`config.mk`:
```
export PLATFORM = sky130hd
export DESIGN_NAME = tilt_estimate_and_balance_controller
export DESIGN_NICKNAME = d
export VERILOG_FILES = /design/src/hdl/tebc_pkg.sv /design/src/hdl/tebc_regs.sv /design/src/hdl/tebc_dp.sv /design/src/hdl/tebc_ctrl.sv /design/src/hdl/tilt_estimate_and_balance_controller.sv
export SDC_FILE = /design/constraint.sdc
export NUM_CORES = 2
export LEC_CHECK = 0
export BUFFER_PORTS_ARGS = -buffer_cell sky130_fd_sc_hd__clkbuf_2
export CAP_MARGIN = 10
export CORE_MARGIN = 4
export CORE_UTILIZATION = 40
export DETAILED_ROUTE_END_ITERATION = 10
export SYNTH_ARGS = -nofsm -noshare
export SYNTH_HDL_FRONTEND = slang
export SYNTH_SLANG_ARGS = --single-unit
```
`constraint.sdc`:
```
create_clock -name clk_i -period 16.9 [get_ports clk_i]
set_clock_uncertainty 0.15 [all_clocks]
set_input_delay 0 -clock clk_i [delete_from_list [all_inputs] [get_ports clk_i]]
set_output_delay 0 -clock clk_i [all_outputs]
set_load 0.005 [all_outputs]
```
`src/hdl/tebc_pkg.sv`:
```
// shared types, constants and rounding functions of the tilt estimate and balance controller
package tebc_pkg;

  localparam int unsigned DATA_W = 32;
  localparam int unsigned FRAC_W = 16;
  localparam int unsigned OPA_W  = 34;
  localparam int unsigned OPB_W  = 18;
  localparam int unsigned PROD_W = OPA_W + OPB_W;
  localparam int unsigned ACC_W  = 54;
  localparam int unsigned RND_W  = ACC_W - FRAC_W;
  localparam int unsigned ADDR_W = 5;

  localparam logic [DATA_W-1:0] INT_MAX = {1'b0, {(DATA_W-1){1'b1}}};
  localparam logic [DATA_W-1:0] INT_MIN = {1'b1, {(DATA_W-1){1'b0}}};

  localparam logic [2:0] REG_BLEND  = 3'd0;
  localparam logic [2:0] REG_PERIOD = 3'd1;
  localparam logic [2:0] REG_B0     = 3'd2;
  localparam logic [2:0] REG_B1     = 3'd3;
  localparam logic [2:0] REG_B2     = 3'd4;
  localparam logic [2:0] REG_A1     = 3'd5;
  localparam logic [2:0] REG_A2     = 3'd6;

  localparam logic [16:0] BLEND_RST  = 17'd64225;
  localparam logic [15:0] PERIOD_RST = 16'd328;
  localparam logic [17:0] B0_RST     = 18'd6554;
  localparam logic [17:0] B1_RST     = 18'd13107;
  localparam logic [17:0] B2_RST     = 18'd6554;
  localparam logic [17:0] A1_RST     = 18'd65536;
  localparam logic [17:0] A2_RST     = 18'h38000;

  localparam logic [OPB_W-1:0] Q_ONE = OPB_W'(1 << FRAC_W);

  typedef struct packed {
    logic [16:0]       blend_weight;
    logic [15:0]       sample_period;
    logic signed [17:0] coef_b0;
    logic signed [17:0] coef_b1;
    logic signed [17:0] coef_b2;
    logic signed [17:0] coef_a1;
    logic signed [17:0] coef_a2;
  } cfg_t;

  typedef enum logic [2:0] {
    A_RATE, A_PRED, A_ACCEL, A_ENEW, A_E1, A_E2, A_Y1, A_Y2
  } a_sel_e;

  typedef enum logic [2:0] {
    B_DT, B_ALPHA, B_REST, B_B0, B_B1, B_B2, B_A1, B_A2
  } b_sel_e;

  typedef enum logic [1:0] {
    ACC_HOLD, ACC_LOAD, ACC_ADD, ACC_SUB
  } acc_op_e;

  typedef struct packed {
    logic    capture;
    a_sel_e  a_sel;
    b_sel_e  b_sel;
    acc_op_e acc_op;
    logic    pred_en;
    logic    est_en;
    logic    out_load;
  } cmd_t;

  typedef struct packed {
    logic out_stall;
  } stat_t;

  // round to nearest, half toward plus infinity
  function automatic logic signed [RND_W-1:0] rnd(input logic signed [ACC_W-1:0] v);
    logic signed [ACC_W-1:0] t;
    t = v + ACC_W'(1 << (FRAC_W - 1));
    return RND_W'(t >>> FRAC_W);
  endfunction

  function automatic logic [DATA_W-1:0] rnd_sat(input logic signed [ACC_W-1:0] v);
    logic signed [RND_W-1:0]    r;
    logic [RND_W-DATA_W:0]      hi;
    r  = rnd(v);
    hi = r[RND_W-1:DATA_W-1];
    if ((&hi) || !(|hi)) begin
      return r[DATA_W-1:0];
    end else if (r[RND_W-1]) begin
      return INT_MIN;
    end else begin
      return INT_MAX;
    end
  endfunction

endpackage

```
`src/hdl/tebc_regs.sv`:
```
// configuration register file behind the apb port
module tebc_regs (
  input  logic                        clk_i,
  input  logic                        rst_ni,
  input  logic                        psel,
  input  logic                        penable,
  input  logic                        pwrite,
  input  logic [tebc_pkg::ADDR_W-1:0] paddr,
  input  logic [31:0]                 pwdata,
  output logic [31:0]                 prdata,
  output logic                        pready,
  output tebc_pkg::cfg_t              cfg_o
);
  import tebc_pkg::*;

  cfg_t       cfg_q, cfg_d;
  logic       wr;
  logic [2:0] idx;

  assign wr     = psel & penable & pwrite;
  assign idx    = paddr[ADDR_W-1:2];
  assign pready = 1'b1;
  assign cfg_o  = cfg_q;

  always_comb begin
    cfg_d = cfg_q;
    if (wr) begin
      unique case (idx)
        REG_BLEND:  cfg_d.blend_weight  = pwdata[16:0];
        REG_PERIOD: cfg_d.sample_period = pwdata[15:0];
        REG_B0:     cfg_d.coef_b0       = pwdata[17:0];
        REG_B1:     cfg_d.coef_b1       = pwdata[17:0];
        REG_B2:     cfg_d.coef_b2       = pwdata[17:0];
        REG_A1:     cfg_d.coef_a1       = pwdata[17:0];
        REG_A2:     cfg_d.coef_a2       = pwdata[17:0];
        default:    cfg_d = cfg_q;
      endcase
    end
  end

  always_comb begin
    unique case (idx)
      REG_BLEND:  prdata = {15'd0, cfg_q.blend_weight};
      REG_PERIOD: prdata = {16'd0, cfg_q.sample_period};
      REG_B0:     prdata = 32'(cfg_q.coef_b0);
      REG_B1:     prdata = 32'(cfg_q.coef_b1);
      REG_B2:     prdata = 32'(cfg_q.coef_b2);
      REG_A1:     prdata = 32'(cfg_q.coef_a1);
      REG_A2:     prdata = 32'(cfg_q.coef_a2);
      default:    prdata = 32'd0;
    endcase
  end

  always_ff @(posedge clk_i or negedge rst_ni) begin
    if (!rst_ni) begin
      cfg_q.blend_weight  <= BLEND_RST;
      cfg_q.sample_period <= PERIOD_RST;
      cfg_q.coef_b0       <= B0_RST;
      cfg_q.coef_b1       <= B1_RST;
      cfg_q.coef_b2       <= B2_RST;
      cfg_q.coef_a1       <= A1_RST;
      cfg_q.coef_a2       <= A2_RST;
    end else begin
      cfg_q <= cfg_d;
    end
  end

endmodule

```
`src/hdl/tebc_dp.sv`:
```
// datapath: shared multiplier, accumulator, filter state and result register
module tebc_dp (
  input  logic                        clk_i,
  input  logic                        rst_ni,
  input  tebc_pkg::cfg_t              cfg_i,
  input  tebc_pkg::cmd_t              cmd_i,
  output tebc_pkg::stat_t             stat_o,
  input  logic [tebc_pkg::DATA_W-1:0] gyro_rate_i,
  input  logic [tebc_pkg::DATA_W-1:0] accel_angle_i,
  output logic                        out_valid_o,
  input  logic                        out_ready_i,
  output logic [tebc_pkg::DATA_W-1:0] drive_value_o,
  output logic [tebc_pkg::DATA_W-1:0] tilt_estimate_o
);
  import tebc_pkg::*;

  logic signed [DATA_W-1:0] gyro_q, accel_q;
  logic signed [DATA_W-1:0] est_q, e1_q, e2_q, y1_q, y2_q;
  logic signed [DATA_W-1:0] enew, unew;
  logic signed [OPA_W-1:0]  pred_q, op_a;
  logic signed [OPB_W-1:0]  op_b;
  logic signed [PROD_W-1:0] prod_q, prod_d;
  logic signed [ACC_W-1:0]  acc_q, acc_d, prod_ext;
  logic signed [RND_W-1:0]  pred_sum;
  logic [DATA_W-1:0]        drive_q, tilt_q;
  logic                     out_valid_q, out_valid_d;

  assign enew = (est_q == INT_MIN) ? INT_MAX : -est_q;
  assign unew = rnd_sat(acc_q);

  always_comb begin
    case (cmd_i.a_sel)
      A_RATE:  op_a = OPA_W'(gyro_q);
      A_PRED:  op_a = pred_q;
      A_ACCEL: op_a = OPA_W'(accel_q);
      A_ENEW:  op_a = OPA_W'(enew);
      A_E1:    op_a = OPA_W'(e1_q);
      A_E2:    op_a = OPA_W'(e2_q);
      A_Y1:    op_a = OPA_W'(y1_q);
      A_Y2:    op_a = OPA_W'(y2_q);
      default: op_a = '0;
    endcase
  end

  always_comb begin
    case (cmd_i.b_sel)
      B_DT:    op_b = {2'b00, cfg_i.sample_period};
      B_ALPHA: op_b = {1'b0, cfg_i.blend_weight};
      B_REST:  op_b = Q_ONE - {1'b0, cfg_i.blend_weight};
      B_B0:    op_b = cfg_i.coef_b0;
      B_B1:    op_b = cfg_i.coef_b1;
      B_B2:    op_b = cfg_i.coef_b2;
      B_A1:    op_b = cfg_i.coef_a1;
      B_A2:    op_b = cfg_i.coef_a2;
      default: op_b = '0;
    endcase
  end

  assign prod_d   = op_a * op_b;
  assign prod_ext = ACC_W'(prod_q);
  assign pred_sum = rnd(prod_ext) + RND_W'(est_q);

  always_comb begin
    case (cmd_i.acc_op)
      ACC_LOAD: acc_d = prod_ext;
      ACC_ADD:  acc_d = acc_q + prod_ext;
      ACC_SUB:  acc_d = acc_q - prod_ext;
      default:  acc_d = acc_q;
    endcase
  end

  always_comb begin
    out_valid_d = out_valid_q;
    if (cmd_i.out_load) begin
      out_valid_d = 1'b1;
    end else if (out_ready_i) begin
      out_valid_d = 1'b0;
    end
  end

  assign stat_o.out_stall = out_valid_q & ~out_ready_i;

  always_ff @(posedge clk_i) begin
    prod_q <= prod_d;
    acc_q  <= acc_d;
    if (cmd_i.capture) begin
      gyro_q  <= gyro_rate_i;
      accel_q <= accel_angle_i;
    end
    if (cmd_i.pred_en) begin
      pred_q <= pred_sum[OPA_W-1:0];
    end
    if (cmd_i.out_load) begin
      drive_q <= unew;
      tilt_q  <= est_q;
    end
  end

  always_ff @(posedge clk_i or negedge rst_ni) begin
    if (!rst_ni) begin
      est_q       <= '0;
      e1_q        <= '0;
      e2_q        <= '0;
      y1_q        <= '0;
      y2_q        <= '0;
      out_valid_q <= 1'b0;
    end else begin
      out_valid_q <= out_valid_d;
      if (cmd_i.est_en) begin
        est_q <= rnd_sat(acc_q);
      end
      if (cmd_i.out_load) begin
        e2_q <= e1_q;
        e1_q <= enew;
        y2_q <= y1_q;
        y1_q <= unew;
      end
    end
  end

  assign out_valid_o     = out_valid_q;
  assign drive_value_o   = drive_q;
  assign tilt_estimate_o = tilt_q;

endmodule

```
`src/hdl/tebc_ctrl.sv`:
```
// sequencer that steps the shared multiplier through the filter and the biquad
module tebc_ctrl (
  input  logic             clk_i,
  input  logic             rst_ni,
  input  logic             in_valid_i,
  output logic             in_ready_o,
  input  tebc_pkg::stat_t  stat_i,
  output tebc_pkg::cmd_t   cmd_o
);
  import tebc_pkg::*;

  localparam logic [3:0] S_IDLE = 4'd0;
  localparam logic [3:0] S_MRD  = 4'd1;
  localparam logic [3:0] S_PRED = 4'd2;
  localparam logic [3:0] S_MAP  = 4'd3;
  localparam logic [3:0] S_MRA  = 4'd4;
  localparam logic [3:0] S_FACC = 4'd5;
  localparam logic [3:0] S_EST  = 4'd6;
  localparam logic [3:0] S_MB0  = 4'd7;
  localparam logic [3:0] S_MB1  = 4'd8;
  localparam logic [3:0] S_MB2  = 4'd9;
  localparam logic [3:0] S_MA1  = 4'd10;
  localparam logic [3:0] S_MA2  = 4'd11;
  localparam logic [3:0] S_LAST = 4'd12;
  localparam logic [3:0] S_OUT  = 4'd13;

  logic [3:0] state_q, state_d;

  assign in_ready_o = (state_q == S_IDLE);

  always_comb begin
    state_d        = state_q;
    cmd_o          = '0;
    cmd_o.a_sel    = A_RATE;
    cmd_o.b_sel    = B_DT;
    cmd_o.acc_op   = ACC_HOLD;
    unique case (state_q)
      S_IDLE: begin
        cmd_o.capture = in_valid_i;
        if (in_valid_i) begin
          state_d = S_MRD;
        end
      end
      S_MRD: begin
        state_d = S_PRED;
      end
      S_PRED: begin
        cmd_o.pred_en = 1'b1;
        state_d       = S_MAP;
      end
      S_MAP: begin
        cmd_o.a_sel = A_PRED;
        cmd_o.b_sel = B_ALPHA;
        state_d     = S_MRA;
      end
      S_MRA: begin
        cmd_o.a_sel  = A_ACCEL;
        cmd_o.b_sel  = B_REST;
        cmd_o.acc_op = ACC_LOAD;
        state_d      = S_FACC;
      end
      S_FACC: begin
        cmd_o.acc_op = ACC_ADD;
        state_d      = S_EST;
      end
      S_EST: begin
        cmd_o.est_en = 1'b1;
        state_d      = S_MB0;
      end
      S_MB0: begin
        cmd_o.a_sel = A_ENEW;
        cmd_o.b_sel = B_B0;
        state_d     = S_MB1;
      end
      S_MB1: begin
        cmd_o.a_sel  = A_E1;
        cmd_o.b_sel  = B_B1;
        cmd_o.acc_op = ACC_LOAD;
        state_d      = S_MB2;
      end
      S_MB2: begin
        cmd_o.a_sel  = A_E2;
        cmd_o.b_sel  = B_B2;
        cmd_o.acc_op = ACC_ADD;
        state_d      = S_MA1;
      end
      S_MA1: begin
        cmd_o.a_sel  = A_Y1;
        cmd_o.b_sel  = B_A1;
        cmd_o.acc_op = ACC_ADD;
        state_d      = S_MA2;
      end
      S_MA2: begin
        cmd_o.a_sel  = A_Y2;
        cmd_o.b_sel  = B_A2;
        cmd_o.acc_op = ACC_SUB;
        state_d      = S_LAST;
      end
      S_LAST: begin
        cmd_o.acc_op = ACC_SUB;
        state_d      = S_OUT;
      end
      S_OUT: begin
        if (!stat_i.out_stall) begin
          cmd_o.out_load = 1'b1;
          state_d        = S_IDLE;
        end
      end
      default: begin
        state_d = S_IDLE;
      end
    endcase
  end

  always_ff @(posedge clk_i or negedge rst_ni) begin
    if (!rst_ni) begin
      state_q <= S_IDLE;
    end else begin
      state_q <= state_d;
    end
  end

`ifndef SYNTHESIS
  a_start: assert property (@(posedge clk_i) disable iff (!rst_ni)
    (in_valid_i && in_ready_o) |=> (state_q == S_MRD))
    else $error("transfer did not start the sequence");

  a_hold: assert property (@(posedge clk_i) disable iff (!rst_ni)
    (state_q == S_OUT && stat_i.out_stall) |=> (state_q == S_OUT))
    else $error("result dropped while output register full");

  a_load: assert property (@(posedge clk_i) disable iff (!rst_ni)
    cmd_o.out_load |-> (!stat_i.out_stall && state_q == S_OUT))
    else $error("result loaded over a waiting one");

  a_state_upd: assert property (@(posedge clk_i) disable iff (!rst_ni)
    (cmd_o.est_en || cmd_o.pred_en) |-> !in_ready_o)
    else $error("state update outside the sequence");
`endif

endmodule

```
`src/hdl/tilt_estimate_and_balance_controller.sv`:
```
// one item at a time: a new input transfer is taken only once the sequencer has loaded the last result
// one shared 34x18 multiplier takes the eight products of each item in turn
// a finished result waits in the output register while the next item is taken in
// reset: asynchronous active low, clears the estimate, the biquad delays and the handshake
// state, and loads the default blend weight, sample period and coefficients
module tilt_estimate_and_balance_controller (
  input  logic                        clk_i,
  input  logic                        rst_ni,
  input  logic                        psel,
  input  logic                        penable,
  input  logic                        pwrite,
  input  logic [tebc_pkg::ADDR_W-1:0] paddr,
  input  logic [31:0]                 pwdata,
  output logic [31:0]                 prdata,
  output logic                        pready,
  input  logic                        in_valid_i,
  output logic                        in_ready_o,
  input  logic [tebc_pkg::DATA_W-1:0] gyro_rate_i,
  input  logic [tebc_pkg::DATA_W-1:0] accel_angle_i,
  output logic                        out_valid_o,
  input  logic                        out_ready_i,
  output logic [tebc_pkg::DATA_W-1:0] drive_value_o,
  output logic [tebc_pkg::DATA_W-1:0] tilt_estimate_o
);
  import tebc_pkg::*;

  cfg_t  cfg;
  cmd_t  cmd;
  stat_t stat;

  tebc_regs u_regs (
    .clk_i   (clk_i),
    .rst_ni  (rst_ni),
    .psel    (psel),
    .penable (penable),
    .pwrite  (pwrite),
    .paddr   (paddr),
    .pwdata  (pwdata),
    .prdata  (prdata),
    .pready  (pready),
    .cfg_o   (cfg)
  );

  tebc_ctrl u_ctrl (
    .clk_i      (clk_i),
    .rst_ni     (rst_ni),
    .in_valid_i (in_valid_i),
    .in_ready_o (in_ready_o),
    .stat_i     (stat),
    .cmd_o      (cmd)
  );

  tebc_dp u_dp (
    .clk_i           (clk_i),
    .rst_ni          (rst_ni),
    .cfg_i           (cfg),
    .cmd_i           (cmd),
    .stat_o          (stat),
    .gyro_rate_i     (gyro_rate_i),
    .accel_angle_i   (accel_angle_i),
    .out_valid_o     (out_valid_o),
    .out_ready_i     (out_ready_i),
    .drive_value_o   (drive_value_o),
    .tilt_estimate_o (tilt_estimate_o)
  );

endmodule

```
==> flow_summary.toml <==
[outcome]
outcome = "completed"

[floorplanning]
core_um2 = 127700
io_pins = 207
dieHeight_um = 366.6
dieArea_um2 = 134400
die_w_um = 366.6
start_util = 0.4028
core.rowCount = 131

[placed_design]
place.gp.congestion = 0.9208
post-dp-hpwl_um = 125800
io_buffer_count = 189
placed_cell_area_um2 = 54020

[synthesis]
synth.avg_cell_area_um2 = 9.258
yosysTopAreaCellShare = 0.2285
syn_inst = 5555
synthTopCellsByArea = "fa_1 (23%), edfxtp_1 (13%), dfrtp_1 (12%)"
ys.warnings.count = 0
postSynth.asyncResetShare = 0.5180
synth_seq_cells = 556
synth-edff-count = 216
yosys.area.top_type = "fa_1"
ys.flop_type = "dfrtp_1"
synth_seq_area_share = 0.2874
syn_area_um2 = 51430
syn_nets = 6467
netlist-cell-type-count = 85

[sta]
tightest_slew_ns = 1.162
setup_viol = 0
relSlewSlack = 0.2226
hold_viol_final = 0
fin_setup_tns_ns = 0
rsz0062_at_grt = "no"
min_period_over_period = 0.6591
max_freq_mhz = 89.77
layout_min_cycle_time_ns = 11.14
drv_slew = 0

[setup_path]
cpMostUsedCell = "fa_1"
crit_path_start_kind = "register"
rr_worst_depth = 34
cp_max_fo = 36
critPathKind = "reg -> reg"
reg2reg_to = "u_dp.prod_q[49]$_DFF_P_"
slowest_delay_ns = 0.90
cp_slowest_cell = "nor2_1"
rrSetupSlack_ns = 5.76
end_kind = "register"
arrival_ns = 11.60
crit_required_ns = 17.36
timing.rr.start = "u_dp.est_q[0]$_DFFE_PN0P_"

[cts]
cts_tree = "done"
cts_inserted_buffers = 68
htree_levels = 3
post_cts_buffers = 0
cts_resized = 0
clk_latency_ns = 0.70
root_buffer = "clkbuf_16"
cts_sinks = 556
clkTransAtPathRegs_ns = 0.06
holdBufCountCts = 157
clk_path_buf_depth = 3

[cells_and_area]
syn_to_final_growth_pct = 12.71
finish.instance_area_um2 = 57970
layout-drive-gt1-share = 0.1124
multi_input_area_um2 = 32570
layout.area.seq_um2 = 14780
fin_util = 0.4540
fin_nets = 6675
nFillCells = 12190

[drt]
postRouteAntennaNets = 0
vias_per_cell = 5.532
post_drt_wl_per_cell_um = 22.35
dr.pass1.iters = 8
post-route-drc-count = 0
drt-initial-drc-count = 3654
vias = 41390
wl_um = 167200

[grt]
grt_start_max_net_pins = 108
first_global_vias = 41320
grt_overflow = 0
grt_pass1_wl_um = 254900
antenna_found_initial = 3
gr-usage-all-layers = 0.2465

[hold_path]
hold_path_class = "in -> reg"
min_path_cells = 3
worstHoldEndpoint = "u_regs.cfg_o[118]$_DFFE_PN1P_"
min_from = "pwdata[12]"

[run]
cap_violations = 0
-- stage by stage --
step,hold WS [ns],cells,setup WS (ns)
2_1_floorplan,-0.4456,5555,7.993
3_3_place_gp,-0.1090,7198,6.117
3_5_place_dp,-0.1149,7198,5.997
4_1_cts,0.02224,7481,5.965
5_1_grt,0.07579,7481,5.358
6_report,0.07449,7482,5.761
-- critical path, delay by kind of cell, from the launching register on --
family                   cells  cell delay [ns]
buffers and inverters        8             1.24
AO/OA/AOI/OAI                7             2.11
flip-flops                   1             0.48
adder cells (fa/ha/maj)      8             3.78
AND/OR/NAND/NOR             10             3.08
XOR/XNOR                     1             0.19
-- Yosys cell counts, drive strengths merged (32+ instances only) --
library cell  number
a21o              81
a21oi            198
a22oi            130
a31oi             41
buf               56
clkbuf           233
dfrtp            249
dfstp             39
dfxtp             52
edfxtp           216
fa               587
ha               217
inv              804
mux2             138
nand2            764
nand2b            54
nand3             82
nand4             38
nor2             534
nor2b             41
nor3              67
o2111ai           32
o21ai            206
xnor2            154
xor2             118
-- layout make-up --
cell class                      instances  share of cell area
Antenna cell                            1          0.00004317
Clock buffer                           92             0.03395
Clock inverter                         34            0.006626
Inverter                              806             0.05228
Multi-Input combinational cell       3904              0.5618
Sequential cell                       556              0.2550
Tap cell                             1662             0.03587
Timing Repair Buffer                  427             0.05439
-- worst max-delay path by stage --
stage | start | endpoint | slack, ns | depth (start not counted)
after floorplan | u_regs.cfg_o[110]$_DFFE_PN0P_ | u_dp.prod_q[38]$_DFF_P_ | 7.99 | 29
after global placement | u_dp.est_q[0]$_DFFE_PN0P_ | u_dp.prod_q[49]$_DFF_P_ | 6.12 | 34
after detailed placement | u_dp.est_q[0]$_DFFE_PN0P_ | u_dp.prod_q[51]$_DFF_P_ | 6.00 | 36
after CTS | u_dp.est_q[0]$_DFFE_PN0P_ | u_dp.prod_q[49]$_DFF_P_ | 5.96 | 34
after global routing | u_dp.est_q[0]$_DFFE_PN0P_ | u_dp.prod_q[49]$_DFF_P_ | 5.36 | 34
final | u_dp.est_q[0]$_DFFE_PN0P_ | u_dp.prod_q[49]$_DFF_P_ | 5.76 | 34
-- per-layer routing --
metal,GRT usage,wire (um),vias to the layer above
li1,-,-,18580
met1,0.3300,70100,20800
met2,0.3881,75190,1647
met3,0.04178,12570,361
met4,0.1205,9171,4
met5,0.007835,164,-
-- flip-flops by register name (all words and copies together), names as in the netlist, 4 cells and up --
| name | flops |
|---|---|
| u_regs.cfg_o | 123 |
| u_dp.acc_q | 54 |
| u_ctrl.state_q | 4 |
| u_dp.tilt_estimate_o | 32 |
| u_dp.est_q | 32 |
| u_dp.e1_q | 32 |
| u_dp.y2_q | 32 |
| u_dp.y1_q | 32 |
| u_dp.drive_value_o | 32 |
| u_dp.pred_q | 34 |
| u_dp.e2_q | 32 |
| u_dp.gyro_q | 32 |
| u_dp.prod_q | 52 |
| u_dp.accel_q | 32 |
-- layout by cell type (no fill, tap or decap), drive strengths merged, types with 24 or more instances in the layout --
master / netlist / layout
a21o: 81 / 81
a21oi: 198 / 198
a221oi: 29 / 29
a22oi: 130 / 130
a31oi: 41 / 41
and2: 28 / 28
and3: 31 / 31
buf: 56 / 83
clkbuf: 233 / 280
clkinv: 2 / 25
dfrtp: 249 / 249
dfstp: 39 / 39
dfxtp: 52 / 52
dlygate4sd3: 0 / 156
edfxtp: 216 / 216
fa: 587 / 587
ha: 217 / 217
inv: 804 / 808
mux2: 138 / 138
nand2: 764 / 764
nand2b: 54 / 54
nand3: 82 / 82
nand4: 38 / 38
nor2: 534 / 534
nor2b: 41 / 41
nor3: 67 / 67
nor4: 26 / 26
o2111ai: 32 / 32
o21ai: 206 / 206
o21bai: 24 / 24
or2: 28 / 28
xnor2: 154 / 154
xor2: 118 / 118
-- cell families (layout without fill, tap and decap cells) --
logic type               after synthesis  count (layout)  synth area share
adder cells (fa/ha/maj)              804             804            0.2813
multiplexers                         160             160           0.03620
buffers and inverters               1095            1359           0.08259
AND/OR/NAND/NOR                     1761            1761            0.1505
flip-flops                           556             556            0.2874
XOR/XNOR                             272             272           0.04632
AO/OA/AOI/OAI                        906             906            0.1156
other                                  1               2        0.00007291
Power is left out: the tool's default activity adds up to more than one toggle a clock period on the data nets, which glitch-free logic cannot reach.
